**config.mk**
```make
export PLATFORM = sky130hd
export DESIGN_NAME = lcdpsw_fifo
export DESIGN_NICKNAME = d
export VERILOG_FILES = /design/src/hw/rtl/lcd_pixel_shadow_writer_unit_assert.svh /design/src/hw/rtl/lcdpsw_fifo.sv
export SDC_FILE = /design/constraint.sdc
export NUM_CORES = 1
export LEC_CHECK = 0
export ABC_AREA = 1
export BUFFER_PORTS_ARGS = -buffer_cell sky130_fd_sc_hd__buf_2
export CORE_AREA = 2 2 39 41
export CTS_BUF_LIST = sky130_fd_sc_hd__clkbuf_4
export CTS_CLUSTER_DIAMETER = 200
export DETAILED_ROUTE_END_ITERATION = 10
export DIE_AREA = 0 0 41 43
export SLEW_MARGIN = 20
export SYNTH_ARGS = -nofsm -noshare
export SYNTH_HDL_FRONTEND = slang
export SYNTH_SLANG_ARGS = --single-unit
```
**constraint.sdc**
```tcl
create_clock -name clk -period 1.5 [get_ports clk]
set_input_delay 0.075 -clock clk [delete_from_list [all_inputs] [get_ports clk]]
set_output_delay 0.075 -clock clk [all_outputs]
set_load 0.005 [all_outputs]
```
**src/hw/rtl/lcd_pixel_shadow_writer_unit_assert.svh**
```systemverilog
// ----------------------------------------------------------------------------
// lcd pixel shadow writer assertion macros
// concurrent checks clocked on clk, held off while rst_n is low
// ----------------------------------------------------------------------------
`ifndef LCD_PIXEL_SHADOW_WRITER_UNIT_ASSERT_SVH
`define LCD_PIXEL_SHADOW_WRITER_UNIT_ASSERT_SVH

// same-cycle implication
`define LCDPSW_ASSERT_NOW(label, ante, cons, msg) \
    label: assert property (@(posedge clk) disable iff (!rst_n) (ante) |-> (cons)) \
        else $error(msg);

// next-cycle implication
`define LCDPSW_ASSERT_NEXT(label, ante, cons, msg) \
    label: assert property (@(posedge clk) disable iff (!rst_n) (ante) |=> (cons)) \
        else $error(msg);

`endif

```
**src/hw/rtl/lcdpsw_fifo.sv**
```systemverilog
// ----------------------------------------------------------------------------
// lcdpsw_fifo
// short register queue between the front and back parts
// ----------------------------------------------------------------------------
`timescale 1ns / 1ps

module lcdpsw_fifo #(
    parameter int WIDTH = 1,
    parameter int DEPTH = 2
) (
    input  logic             clk,
    input  logic             rst_n,
    input  logic             push,
    input  logic [WIDTH-1:0] push_data,
    output logic             full,
    input  logic             pop,
    output logic [WIDTH-1:0] pop_data,
    output logic             empty
);

    localparam int PTR_W = (DEPTH > 1) ? $clog2(DEPTH) : 1;
    localparam int CNT_W = $clog2(DEPTH + 1);

    logic [WIDTH-1:0] entry_reg [DEPTH];
    logic [PTR_W-1:0] wr_ptr_reg, wr_ptr_next;
    logic [PTR_W-1:0] rd_ptr_reg, rd_ptr_next;
    logic [CNT_W-1:0] count_reg, count_next;

    assign full     = (count_reg == CNT_W'(DEPTH));
    assign empty    = (count_reg == '0);
    assign pop_data = entry_reg[rd_ptr_reg];

    always_comb
    begin
        wr_ptr_next = wr_ptr_reg;
        rd_ptr_next = rd_ptr_reg;
        count_next  = count_reg;
        if (push)
        begin
            wr_ptr_next = (wr_ptr_reg == PTR_W'(DEPTH - 1)) ? '0 : wr_ptr_reg + 1'b1;
        end
        if (pop)
        begin
            rd_ptr_next = (rd_ptr_reg == PTR_W'(DEPTH - 1)) ? '0 : rd_ptr_reg + 1'b1;
        end
        if (push && !pop)
        begin
            count_next = count_reg + 1'b1;
        end
        else if (pop && !push)
        begin
            count_next = count_reg - 1'b1;
        end
    end

    always_ff @(posedge clk or negedge rst_n)
    begin
        if (!rst_n)
        begin
            wr_ptr_reg <= '0;
            rd_ptr_reg <= '0;
            count_reg  <= '0;
        end
        else
        begin
            wr_ptr_reg <= wr_ptr_next;
            rd_ptr_reg <= rd_ptr_next;
            count_reg  <= count_next;
        end
    end

    always_ff @(posedge clk)
    begin
        if (push)
        begin
            entry_reg[wr_ptr_reg] <= push_data;
        end
    end

endmodule

```
After elaboration in Yosys (flattened, before gate mapping)
Memory sizes are Yosys's and may differ from the RTL's. Index checks and enable logic that the tools add are counted.

Add/sub/neg operators: 4. Multipliers: 0. Divide/modulo/power cells: 0. Magnitude comparators: 0. Equality and inequality tests: 1. Shifts and indexed selects: 0. Muxes and demuxes: 6. Bitwise gates (word level): 0. Reductions and logical operators: 6.

Operators by type and width (count): two-way mux 1 bit (4); two-way mux 2 bit (2); adder 1 bit, second input constant (2); adder 2 x 1 -> 2 bit, second input constant (1); == test 2 bit, second input constant (1); logical AND 1 bit (2); zero test 1 bit (2); zero test 2 bit (1); nonzero test 2 bit (1); subtractor 2 x 1 -> 2 bit, second input constant (1).

Register bits: 4. Latch bits: 0. Memory bits (writable): 2. Memory bits (read-only): 0. Input port bits: 5. Output and inout port bits: 3. Word-level logic and storage cells: 21. Memories kept: 1.

Memory list: entry_reg (words 2, bits a word 1, rd ports 1, clocked after memory_dff 0, write ports 1, RTL line lcdpsw_fifo.sv:24) `logic [WIDTH-1:0] entry_reg [DEPTH];`.

Logic depth before layout (Yosys ltp)
Gate-level depths: netlist (run 1).

Depth after elaboration: 4. Depth in mapped cells: 7. Gate-level depth less buffers: 7.

Worst setup path before layout (run 1)
OpenSTA, ideal clock, no wires.

Path type: register to register. Start point: reg wr_ptr_reg. End point: mem entry_reg[0] (enable). Library setup time: 298 ps. Arrival: 482 ps. Required time: 1202 ps. Slack: 720 ps. Cell stages (with the launch flop): 2. Path buffers: 0. Clock period less this slack: 780 ps. Cell sequence: dfrtp_1 nor2_1.

RTL lines: start, declared (RTL line lcdpsw_fifo.sv:25) `logic [PTR_W-1:0] wr_ptr_reg, wr_ptr_next;`; start signal, assigned (RTL line lcdpsw_fifo.sv:66) `wr_ptr_reg <= wr_ptr_next;`; end, declared (RTL line lcdpsw_fifo.sv:24).

Straight into the memory's write port.

Final worst setup path (run 1)
Start point: reg rd_ptr_reg. End point: out pop_data.

Word-level cells in the longest chain between the ends: 1.

Ends and longest elaborated chain: start, declared (RTL line lcdpsw_fifo.sv:26) `logic [PTR_W-1:0] rd_ptr_reg, rd_ptr_next;`; start signal, assigned (RTL line lcdpsw_fifo.sv:67) `rd_ptr_reg <= rd_ptr_next;`; memory read (2 x 1 bit); end, declared (RTL line lcdpsw_fifo.sv:17) `output logic [WIDTH-1:0] pop_data,`.

Every way passes these cells.

==> results of run 1 <==
-- power by group through the flow --
stage          Combinational, mW  Sequential [mW]  Clock, mW
2_1_floorplan              0.108            0.272          0
3_3_place_gp               0.156            0.283          0
3_5_place_dp               0.156            0.284          0
4_1_cts                    0.159            0.281      0.185
5_1_grt                    0.183            0.289      0.189
6_report                   0.157            0.280      0.178
-- metrics by stage --
stage               instances  utilization, %
global placement           55           24.86
floorplan                  32               -
global route               60           27.76
detailed placement         55           24.86
finish                     60           27.76
CTS                        60           27.76
-- what timing repair did --
item | 4_1_cts | 5_1_grt
hold buffers | 1 | 0
endpoints found under the setup margin | 0 | 0
hold endpoints to repair | 4 | 0
-- metal layers --
metal / global-route usage (%) / wire length (um) / up-vias
met5: 0 / 0 / -
met2: 9.375 / 246 / 2
met3: 0 / 4 / 0
met1: 4.545 / 194 / 102
met4: 8.000 / 0 / 0
li1: - / - / 118
-- worst max-delay path: stages, from the launching register on --
cell,delay (ps)
sky130_fd_sc_hd__dfrtp_1,360
sky130_fd_sc_hd__mux2_2,330
sky130_fd_sc_hd__buf_2,120
-- how the worst max path moves through the flow --
stage,startpoint,end,slack (ps),cells past startpoint
after global placement,pop,count_reg[1]$_DFFE_PN0P_,580,8
after detailed placement,pop,count_reg[1]$_DFFE_PN0P_,570,8
after CTS,rd_ptr_reg$_DFFE_PN0P_,pop_data,350,2
final,rd_ptr_reg$_DFFE_PN0P_,pop_data,370,2
after floorplan,wr_ptr_reg$_DFFE_PN0P_,entry_reg[0]$_DFFE_PP_,720,1
after global routing,rd_ptr_reg$_DFFE_PN0P_,pop_data,320,2
-- Yosys cell counts (all sizes together) --
| library cell | number |
|---|---|
| nand3 | 2 |
| dfrtp | 4 |
| inv | 7 |
| mux2 | 1 |
| xor2 | 2 |
| nand2 | 10 |
| edfxtp | 2 |
| ha | 1 |
| nor2 | 3 |
-- cell families (layout without fill, tap and decap cells) --
family / after synthesis / count (layout) / synth area share, %
AND/OR/NAND/NOR: 15 / 15 / 21.21
multiplexers: 1 / 1 / 3.896
flip-flops: 6 / 6 / 55.41
buffers and inverters: 7 / 19 / 9.089
XOR/XNOR: 2 / 2 / 6.062
adder cells (fa/ha/maj): 1 / 1 / 4.328
-- layout make-up --
cell class / count / area [sq um]
inverters: 7 / 26.28
fillers: 157 / 999.7
repair buffers: 8 / 45.04
clock buffers: 4 / 30.03
well taps: 16 / 20.02
flip-flops and latches: 6 / 160.2
multi-input cells: 19 / 102.6
==> out/metrics.json, run 1 <==
{
  "grt": {
    "grt_first_pass_wirelength_um": 648,
    "groute.usage.overall_pct": 5.639,
    "number_of_antenna_violations_at_the_first_check_in_global_routing": 0,
    "grt_start_max_net_pins": 6,
    "number_of_global_route_vias_before_repair": 222,
    "overflow": 0
  },
  "timing": {
    "slew_violations": 0,
    "grt_setup_unrepaired": "no",
    "final_setup_viols": 0,
    "post_layout_worst_setup_margin_ps": 374.4,
    "max_clock_skew_ps": 0.05770,
    "final_report_hold_violation_count": 0,
    "timing.hold.ws_ps": 20.87,
    "final_worst_path_period_need_ps": 1126,
    "worst_slew_pin_slew_ps": 173.2,
    "fin_setup_tns_ps": 0,
    "max_slew_margin_pct": 88.46,
    "post-route-period-util_pct": 75.04,
    "achievable-frequency_mhz": 888.4
  },
  "logic_synthesis": {
    "yosys-top-cells-area": "sky130_fd_sc_hd__dfrtp_1 35%, sky130_fd_sc_hd__edfxtp_1 21%, sky130_fd_sc_hd__nand2_1 12%",
    "synth_largest_area_cell": "sky130_fd_sc_hd__dfrtp_1",
    "synth.top_cell.area_share_pct": 34.63,
    "synth_cells": 32,
    "post_synth_num_cell_types": 11,
    "synth.avg_cell_area_sq_um": 9.032,
    "synthesis.yosys.warnings": 0,
    "netlist_area_before_placement_sq_um": 289.0,
    "synth-seq-area-share_pct": 55.41,
    "synth-seq-cells": 6,
    "postSynthNetCount": 38
  },
  "pwr": {
    "p_total_uw": 614.5,
    "netSwitchingPower_uw": 180.8,
    "switching_share_pct": 29.43,
    "combinationalPowerShare_pct": 25.5,
    "power.ir.vdd_worst_mv": 0.2514,
    "clkPwrFrac_pct": 29.0,
    "internal-power_uw": 433.6,
    "p_leak_nw": 0.2114,
    "p_seq_share_pct": 45.6,
    "total_power_per_unit_cell_area_nw_per_um2": 1600
  },
  "cts": {
    "clock_sink_count": 6,
    "count_of_buffers_added_by_post_cts_timing_repair_for_setup": 0,
    "clk_pin_slew_worst_paths_ps": 50,
    "clk-insertion-delay-late_ps": 240,
    "cts.path.max_buffers": 2,
    "ctsHtreeMaxLevel": 1,
    "cts-root-buf": "sky130_fd_sc_hd__clkbuf_4",
    "cts_resized": 0,
    "tritoncts_clock_tree": "done",
    "cts-buffers-inserted": 3
  },
  "critical_path": {
    "worst_setup_path_start_kind": "flip-flop",
    "critical_path.reg2reg.endpoint": "count_reg[1]$_DFFE_PN0P_",
    "critical_path_arrival_ps": 1050,
    "worst-path-max-fanout": 2,
    "endpoint_required_time_on_the_critical_path_ps": 1420,
    "end_kind": "primary output",
    "worst-r2r-setup-slack_ps": 680,
    "critical_path_class": "flip-flop to primary output",
    "rr_startpoint": "count_reg[0]$_DFFE_PN0P_",
    "rr_worst_depth": 5
  },
  "floorplan": {
    "core_area_sq_um": 1384,
    "boundaryPins": 8,
    "effective_utilization_at_floorplan_pct": 20.89,
    "rows": 14,
    "design.die.area_sq_um": 1763,
    "die_height_um": 43,
    "die_span_in_x_um": 41
  },
  "drt": {
    "detailedRoute.firstIterationViolations": 4,
    "drt-vias-per-instance": 3.700,
    "routed_wirelength_um": 444,
    "drt_drc_violations_left": 0,
    "antenna_violating_nets_post_route": 0,
    "total_via_count_in_the_routed_design": 222,
    "drt_pre_antenna_iters": 2,
    "drt-wirelength-per-cell_um": 7.400
  },
  "placed_design": {
    "hpwl_um": 366.6,
    "gp_routability_congestion": 0.6672,
    "worst_setup_slack_before_clock_tree_synthesis_ps": 573.8,
    "placedInstanceArea_sq_um": 344.1,
    "port_buffers": 7
  },
  "status": {
    "run_status": "finished clean"
  },
  "finish": {
    "finish.net_count": 51,
    "layout.cells.most_common": "sky130_fd_sc_hd__nand2_1",
    "mostFrequentLayoutCells": "9 x sky130_fd_sc_hd__nand2_1, 7 x sky130_fd_sc_hd__buf_2, 6 x sky130_fd_sc_hd__inv_1",
    "drive_above_1_share_pct": 31.82,
    "area.growth.synth_to_final_pct": 32.90,
    "finalInstanceArea_sq_um": 384.1,
    "number_of_inserted_diodes": 0
  },
  "min_path": {
    "worst_hold_path.endpoint": "entry_reg[0]$_DFFE_PP_",
    "min_path_type": "input pin to flip-flop",
    "hold_path_startpoint": "push_data",
    "timing.hold.worst_path_depth": 1
  },
  "job": {
    "cap_violations": 0
  }
}
(Power assumes the default switching activity.)
==> run 2, diff against run 1 <==
- ABC_AREA: 1 -> 0
- clock period: 1.5 -> 1.05 ns (I/O delays scaled with it)
==> run 2 against run 1 <==
Compared with the run above:
- the run now ends with setup timing left
- critical endpoint unchanged
- clock power rose by 14%
- critical path depth did not move
- area after synthesis shrank 10%
- combinational power increased to 2.5 times the previous value
- utilization up 0.18 points
- clock skew grew 1.3 ps
- global-route usage up 0.40 points
- highest routed layer unchanged
- sequential share of layout area shrank 0.27 points
==> out/metrics.json, run 2 <==
{
  "logic_synthesis": {
    "yosys-top-cells-area": "sky130_fd_sc_hd__dfrtp_1 38%, sky130_fd_sc_hd__edfxtp_1 23%, sky130_fd_sc_hd__xor2_1 13%",
    "synth_cells": {"value": 19, "change": "-41%"},
    "synth.top_cell.area_share": {"value": 38.46, "unit": "%", "change": "+3.8 points"},
    "post_synth_most_frequent_cells": "4 x sky130_fd_sc_hd__dfrtp_1, 4 x sky130_fd_sc_hd__xor2_1, 2 x sky130_fd_sc_hd__edfxtp_1, 2 x sky130_fd_sc_hd__nor2_1",
    "postSynthNetCount": {"value": 25, "change": "-34%"},
    "synth-edff-count": {"value": 2, "change": "unchanged"},
    "synth-seq-area-share": {"value": 61.54, "unit": "%", "change": "+6.1 points"},
    "synthArstFlopShare": {"value": 66.67, "unit": "%", "change": "unchanged"},
    "netlist_area_before_placement": {"value": 260.3, "unit": "sq um", "change": "-10%"},
    "synthFlopType": "sky130_fd_sc_hd__dfrtp_1",
    "synth.avg_cell_area": {"value": 13.70, "unit": "sq um", "change": "+52%"},
    "post_synth_num_cell_types": {"value": 11, "change": "unchanged"},
    "synthesis.yosys.warnings": {"value": 0, "change": "unchanged"},
    "synth-seq-cells": {"value": 6, "change": "unchanged"},
    "synth_largest_area_cell": "sky130_fd_sc_hd__dfrtp_1"
  },
  "timing": {
    "fin_setup_tns": {"value": -40.36, "unit": "ps", "change": "-40.36 ps"},
    "worst_slew_pin_slew": {"value": 134.0, "unit": "ps", "change": "-39.15 ps"},
    "final_setup_viols": {"value": 1, "change": "+1"},
    "post_layout_worst_setup_margin": {"value": -40.36, "unit": "ps", "change": "-414.8 ps"},
    "grt_setup_unrepaired": "yes",
    "max_clock_skew": {"value": 1.347, "unit": "ps", "change": "+1.290 ps"},
    "final_report_hold_violation_count": {"value": 0, "change": "unchanged"},
    "achievable-frequency_mhz": 917.1,
    "slew_violations": {"value": 0, "change": "unchanged"},
    "post-route-period-util_pct": 103.8,
    "max_slew_margin": {"value": 91.04, "unit": "%", "change": "+2.6 points"},
    "final_worst_path_period_need_ps": 1090
  },
  "floorplan": {
    "effective_utilization_at_floorplan": {"value": 18.81, "unit": "%", "change": "-2.1 points"},
    "design.die.area": {"value": 1763, "unit": "sq um", "change": "unchanged"},
    "boundaryPins": {"value": 8, "change": "unchanged"},
    "rows": {"value": 14, "change": "unchanged"},
    "core_area": {"value": 1384, "unit": "sq um", "change": "unchanged"},
    "die_span_in_x": {"value": 41, "unit": "um", "change": "unchanged"},
    "die_height": {"value": 43, "unit": "um", "change": "unchanged"}
  },
  "pwr": {
    "power.ir.vdd_worst": {"value": 0.4068, "unit": "mV", "change": "+62%"},
    "total_power_per_unit_cell_area": {"value": 2607, "unit": "nW/um^2", "change": "+63%"},
    "p_leak": {"value": 0.1861, "unit": "nW", "change": "-12%"}
  },
  "finish": {
    "drive_above_1_share": {"value": 45.45, "unit": "%", "change": "+14 points"},
    "final_core_util": {"value": 27.94, "unit": "%", "change": "+0.18 points"},
    "number_of_inserted_diodes": {"value": 0, "change": "unchanged"},
    "finish.cell_count_without_fillers": {"value": 49, "change": "-18%"},
    "layout.cells.most_common": "sky130_fd_sc_hd__buf_2",
    "finalInstanceArea": {"value": 386.6, "unit": "sq um", "change": "+0.65%"},
    "fillers": {"value": 151, "change": "-3.8%"},
    "area.growth.synth_to_final_pct": 48.56,
    "mostFrequentLayoutCells": "5 x sky130_fd_sc_hd__buf_2, 4 x sky130_fd_sc_hd__xor2_1, 4 x sky130_fd_sc_hd__dfrtp_1",
    "finish.net_count": {"value": 41, "change": "-20%"}
  },
  "drt": {
    "drt_drc_violations_left": {"value": 0, "change": "unchanged"},
    "routed_wirelength": {"value": 462, "unit": "um", "change": "+4.1%"},
    "antenna_violating_nets_post_route": {"value": 0, "change": "unchanged"},
    "drt-vias-per-instance": {"value": 3.592, "change": "-2.9%"},
    "total_via_count_in_the_routed_design": {"value": 176, "change": "-21%"},
    "detailedRoute.firstIterationViolations": {"value": 0, "change": "-4"},
    "drt-wirelength-per-cell": {"value": 9.429, "unit": "um", "change": "+27%"},
    "drt_pre_antenna_iters": {"value": 1, "change": "-1"}
  },
  "critical_path": {
    "critical_path_arrival": {"value": 1040, "unit": "ps", "change": "about the same"},
    "worst_setup_path_start_kind": "flip-flop",
    "slowest_stage_cell_crit_path": "sky130_fd_sc_hd__dfrtp_1",
    "end_kind": "primary output",
    "path_delay_family": "flip-flops",
    "endpoint_required_time_on_the_critical_path": {"value": 1000, "unit": "ps", "change": "-420 ps"},
    "critPathMaxStageDelay": {"value": 380, "unit": "ps", "change": "+20 ps"},
    "crit_chain": "mux2_4 > buf_6",
    "worst-path-max-fanout": {"value": 2, "change": "unchanged"},
    "critical_path_class": "flip-flop to primary output",
    "critical_path_buf_inv_count": {"value": 1, "change": "unchanged"}
  },
  "placed_design": {
    "gp_routability_congestion": {"value": 0.5572, "change": "-16%"},
    "worst_setup_slack_before_clock_tree_synthesis": {"value": 149.5, "unit": "ps", "change": "-424.3 ps"},
    "numPlacedInstances": {"value": 42, "change": "-24%"},
    "port_buffers": {"value": 7, "change": "unchanged"},
    "placedInstanceArea": {"value": 315.3, "unit": "sq um", "change": "-8.4%"}
  },
  "cts": {
    "tritoncts_clock_tree": "done",
    "cts-root-buf": "sky130_fd_sc_hd__clkbuf_4",
    "clk-insertion-delay-late": {"value": 240, "unit": "ps", "change": "about the same"},
    "clock_sink_count": {"value": 6, "change": "unchanged"},
    "ctsHtreeMaxLevel": {"value": 1, "change": "unchanged"},
    "clk_pin_slew_worst_paths": {"value": 40, "unit": "ps", "change": "about the same"},
    "cts.path.max_buffers": {"value": 2, "change": "unchanged"},
    "cts-buffers-inserted": {"value": 3, "change": "unchanged"}
  },
  "job": {
    "cap_violations": {"value": 0, "change": "unchanged"}
  },
  "grt": {
    "number_of_antenna_violations_at_the_first_check_in_global_routing": {"value": 0, "change": "unchanged"},
    "overflow": {"value": 0, "change": "unchanged"},
    "grt_start_max_net_pins": {"value": 5, "change": "-1"},
    "groute.usage.overall": {"value": 6.042, "unit": "%", "change": "+0.40 points"},
    "number_of_global_route_vias_before_repair": {"value": 182, "change": "-18%"},
    "grt_first_pass_wirelength": {"value": 648, "unit": "um", "change": "unchanged"}
  },
  "min_path": {
    "min_path_type": "input pin to flip-flop"
  },
  "status": {
    "run_status": "finished, violations left",
    "failed_checks": "setup timing"
  }
}
==> run 2: cell types whose count changed in the layout (fill, tap and decap cells not counted), sizes merged, moves of 2 or more <==
cell and delta:
nand3 -2, buf +3, inv -6, nand2 -10, xor2 +2
==> run 2: cells by family (layout without fill, tap and decap cells) <==
kind of cell	count (synthesis)	after routing	share of synthesized area (%)
multiplexers	1	1	4.327
flip-flops	6	6	61.54
AND/OR/NAND/NOR	5	5	11.06
buffers and inverters	1	15	1.441
XOR/XNOR	5	5	16.83
adder cells (fa/ha/maj)	1	1	4.807
==> run 2: timing repair <==
item,CTS,global route
gates cloned,0,0
hold endpoints to repair,4,0
gates resized for setup,0,3
hold buffers,1,0
setup endpoints to repair,1,2
setup buffers,1,2
==> run 2: layout make-up <==
type	count	area, sq um	share of cell area, %
clock buffers	3	22.52	5.825
inverters	1	3.754	0.9709
multi-input cells	12	100.1	25.89
flip-flops and latches	6	160.2	41.42
well taps	16	20.02	5.178
repair buffers	11	80.08	20.71
==> run 2: worst reg2reg max path, stage by stage (launching register included) <==
cell and delay [ps]:
sky130_fd_sc_hd__dfrtp_1 390, sky130_fd_sc_hd__xor2_1 170, sky130_fd_sc_hd__nor2_1 110, sky130_fd_sc_hd__xor2_1 140
==> run 2: worst paths after layout <==
check                                              start                       end  slack (ps)  cells after the start
worst min register to register    wr_ptr_reg$_DFFE_PN0P_    wr_ptr_reg$_DFFE_PN0P_         490                      1
worst max-delay path              rd_ptr_reg$_DFFE_PN0P_                  pop_data         -40                      2
worst max register to register  count_reg[0]$_DFFE_PN0P_  count_reg[1]$_DFFE_PN0P_         170                      3
min in group asynchronous                          rst_n  count_reg[0]$_DFFE_PN0P_         150                      2
worst min-delay path                           push_data    entry_reg[0]$_DFFE_PP_          10                      1
max in group asynchronous                          rst_n    wr_ptr_reg$_DFFE_PN0P_         780                      2
==> run 2: per-stage QoR <==
stage | hold WS [ps] | power (mW)
finish | 11.35 | 1.008
global route | 0.9670 | 1.090
CTS | 4.060 | 0.9089
detailed placement | -132.4 | 0.6635
global placement | -133.3 | 0.6520
floorplan | -243.1 | 0.5672
==> run 2: routing by layer <==
layer	part of all wire (%)	GRT usage [%]	wire [um]
met4	0	10.00	0
met5	0	0	0
met3	4.3	0	20
met2	57	8.750	264
met1	38	5.519	176
==> run 2: power breakdown <==
part / total (mW) / switching, mW / internal, mW
combinational: 0.395 / 0.128 / 0.267
clock: 0.203 / 0.0747 / 0.129
sequential: 0.410 / 0.0671 / 0.343
total: 1.01 / 0.270 / 0.738
==> run 3, diff against run 2 <==
- clock period: 1.05 -> 1.37 ns (I/O delays scaled with it)
==> run 3 against run 2 <==
Compared with the run above:
- setup slack better by 280 ps
- non-clock buffer count down 3
- die area unchanged
- largest power group unchanged
- power down 31%
- the flow now finishes without violations
- critical endpoint unchanged
==> out/metrics.json, run 3 (synthesis results as in run 2) <==
{
  "cts": {
    "ctsHtreeMaxLevel": {"value": 1, "change": "unchanged"},
    "count_of_buffers_added_by_post_cts_timing_repair_for_setup": {"value": 0, "change": "-1"},
    "ctsHoldBuffers": {"value": 1, "change": "unchanged"},
    "cts-root-buf": "sky130_fd_sc_hd__clkbuf_4",
    "cts_resized": {"value": 0, "change": "unchanged"},
    "cts.path.max_buffers": {"value": 2, "change": "unchanged"},
    "clock_sink_count": {"value": 6, "change": "unchanged"},
    "clk-insertion-delay-late": {"value": 240, "unit": "ps", "change": "about the same"},
    "clk_pin_slew_worst_paths": {"value": 50, "unit": "ps", "change": "about the same"},
    "cts-buffers-inserted": {"value": 3, "change": "unchanged"},
    "tritoncts_clock_tree": "done"
  },
  "finish": {
    "mostFrequentLayoutCells": "7 x sky130_fd_sc_hd__buf_2, 4 x sky130_fd_sc_hd__xor2_1, 4 x sky130_fd_sc_hd__clkbuf_4, 4 x sky130_fd_sc_hd__dfrtp_1",
    "layout.cells.most_common": "sky130_fd_sc_hd__buf_2",
    "area.growth.synth_to_final_pct": 36.54,
    "finish.net_count": {"value": 38, "change": "-7.3%"},
    "number_of_inserted_diodes": {"value": 0, "change": "unchanged"},
    "final_core_util": {"value": 25.68, "unit": "%", "change": "-2.3 points"},
    "drive_above_1_share": {"value": 41.94, "unit": "%", "change": "-3.5 points"}
  },
  "drt": {
    "routed_wirelength": {"value": 388, "unit": "um", "change": "-16%"},
    "antenna_violating_nets_post_route": {"value": 0, "change": "unchanged"},
    "detailedRoute.firstIterationViolations": {"value": 0, "change": "unchanged"},
    "drt_drc_violations_left": {"value": 0, "change": "unchanged"},
    "drt-vias-per-instance": {"value": 3.468, "change": "-3.4%"},
    "drt_pre_antenna_iters": {"value": 1, "change": "unchanged"},
    "drt-wirelength-per-cell": {"value": 8.255, "unit": "um", "change": "-12%"},
    "total_via_count_in_the_routed_design": {"value": 163, "change": "-7.4%"}
  },
  "min_path": {
    "min_path_type": "input pin to flip-flop",
    "timing.hold.worst_path_depth": {"value": 1, "change": "unchanged"}
  },
  "critical_path": {
    "rr_worst_depth": {"value": 3, "change": "unchanged"},
    "critical_path_class": "flip-flop to primary output",
    "critical_path_arrival": {"value": 1060, "unit": "ps", "change": "+20 ps"},
    "worst-path-max-fanout": {"value": 2, "change": "unchanged"},
    "end_kind": "primary output",
    "endpoint_required_time_on_the_critical_path": {"value": 1300, "unit": "ps", "change": "+300 ps"},
    "worst_setup_path_start_kind": "flip-flop"
  },
  "timing": {
    "achievable-frequency_mhz": 887.5,
    "grt_setup_unrepaired": "no",
    "max_clock_skew": {"value": 0.1615, "unit": "ps", "change": "-1.186 ps"},
    "post-route-period-util_pct": 82.25,
    "max_slew_margin": {"value": 89.89, "unit": "%", "change": "-1.1 points"},
    "post_layout_worst_setup_margin": {"value": 243.2, "unit": "ps", "change": "+283.5 ps"},
    "worst_slew_pin_slew": {"value": 151.6, "unit": "ps", "change": "+17.63 ps"},
    "slew_violations": {"value": 0, "change": "unchanged"},
    "fin_setup_tns": {"value": 0, "unit": "ps", "change": "+40.36 ps"},
    "final_report_hold_violation_count": {"value": 0, "change": "unchanged"},
    "final_worst_path_period_need_ps": 1127,
    "final_setup_viols": {"value": 0, "change": "-1"}
  },
  "floorplan": {
    "rows": {"value": 14, "change": "unchanged"},
    "design.die.area": {"value": 1763, "unit": "sq um", "change": "unchanged"},
    "core_area": {"value": 1384, "unit": "sq um", "change": "unchanged"},
    "die_height": {"value": 43, "unit": "um", "change": "unchanged"},
    "boundaryPins": {"value": 8, "change": "unchanged"},
    "die_span_in_x": {"value": 41, "unit": "um", "change": "unchanged"},
    "effective_utilization_at_floorplan": {"value": 18.81, "unit": "%", "change": "unchanged"}
  },
  "placed_design": {
    "port_buffers": {"value": 7, "change": "unchanged"},
    "hpwl_um": 303.7,
    "gp_routability_congestion": {"value": 0.5589, "change": "+0.31%"},
    "worst_setup_slack_before_clock_tree_synthesis": {"value": 465.2, "unit": "ps", "change": "+315.7 ps"}
  },
  "grt": {
    "grt_first_pass_wirelength": {"value": 579, "unit": "um", "change": "-11%"},
    "grt_start_max_net_pins": {"value": 5, "change": "unchanged"},
    "number_of_antenna_violations_at_the_first_check_in_global_routing": {"value": 0, "change": "unchanged"},
    "number_of_global_route_vias_before_repair": {"value": 178, "change": "-2.2%"},
    "overflow": {"value": 0, "change": "unchanged"},
    "groute.usage.overall": {"value": 5.544, "unit": "%", "change": "-0.50 points"}
  },
  "status": {
    "run_status": "finished clean"
  },
  "pwr": {
    "p_leak": {"value": 0.1686, "unit": "nW", "change": "-9.4%"},
    "total_power_per_unit_cell_area": {"value": 1956, "unit": "nW/um^2", "change": "-25%"},
    "power.ir.vdd_worst": {"value": 0.3087, "unit": "mV", "change": "-24%"}
  },
  "job": {
    "cap_violations": {"value": 0, "change": "unchanged"}
  }
}
-- run 3: layer usage --
layer | GRT usage [%] | share of wire [%] | vias to the layer above
li1 | - | - | 83
met1 | 4.560 | 42 | 76
met2 | 8.125 | 54 | 4
met3 | 0 | 4.1 | 0
met4 | 10.00 | 0 | 0
met5 | 0 | 0 | -
-- run 3: area by class of cell --
type	count	area (sq um)
Tap cell	16	20.02
Fill cell	151	1028
Timing Repair Buffer	8	45.04
Multi-Input combinational cell	12	96.34
Inverter	1	3.754
Sequential cell	6	160.2
Clock buffer	4	30.03
-- run 3: worst max-delay path, stage by stage (launching register included) --
cell	delay, ps
sky130_fd_sc_hd__dfrtp_1	360
sky130_fd_sc_hd__mux2_2	330
sky130_fd_sc_hd__buf_2	120
-- run 3: through the flow --
stage	hold slack [ps]	instances	area, sq um	power [mW]
global route	18.89	47	355.3	0.7471
finish	19.73	47	355.3	0.6949
floorplan	-227.1	19	260.3	0.4347
detailed placement	-120.7	42	315.3	0.5051
global placement	-120.1	42	315.3	0.4980
CTS	10.58	47	355.3	0.7106
-- run 3: path summary, 6_finish.rpt --
kind | start | endpoint | slack [ps]
max in group asynchronous | rst_n | count_reg[1]$_DFFE_PN0P_ | 1080
worst min-delay path | push_data | entry_reg[1]$_DFFE_PP_ | 20
min in group asynchronous | rst_n | wr_ptr_reg$_DFFE_PN0P_ | 160
worst max-delay path | rd_ptr_reg$_DFFE_PN0P_ | pop_data | 240
worst min register to register | wr_ptr_reg$_DFFE_PN0P_ | wr_ptr_reg$_DFFE_PN0P_ | 480
worst max register to register | count_reg[0]$_DFFE_PN0P_ | count_reg[1]$_DFFE_PN0P_ | 450
-- run 3: power breakdown --
group | internal [mW] | switching, mW
sequential | 0.262 | 0.0593
combinational | 0.113 | 0.0655
clock | 0.130 | 0.0646
total | 0.506 | 0.189
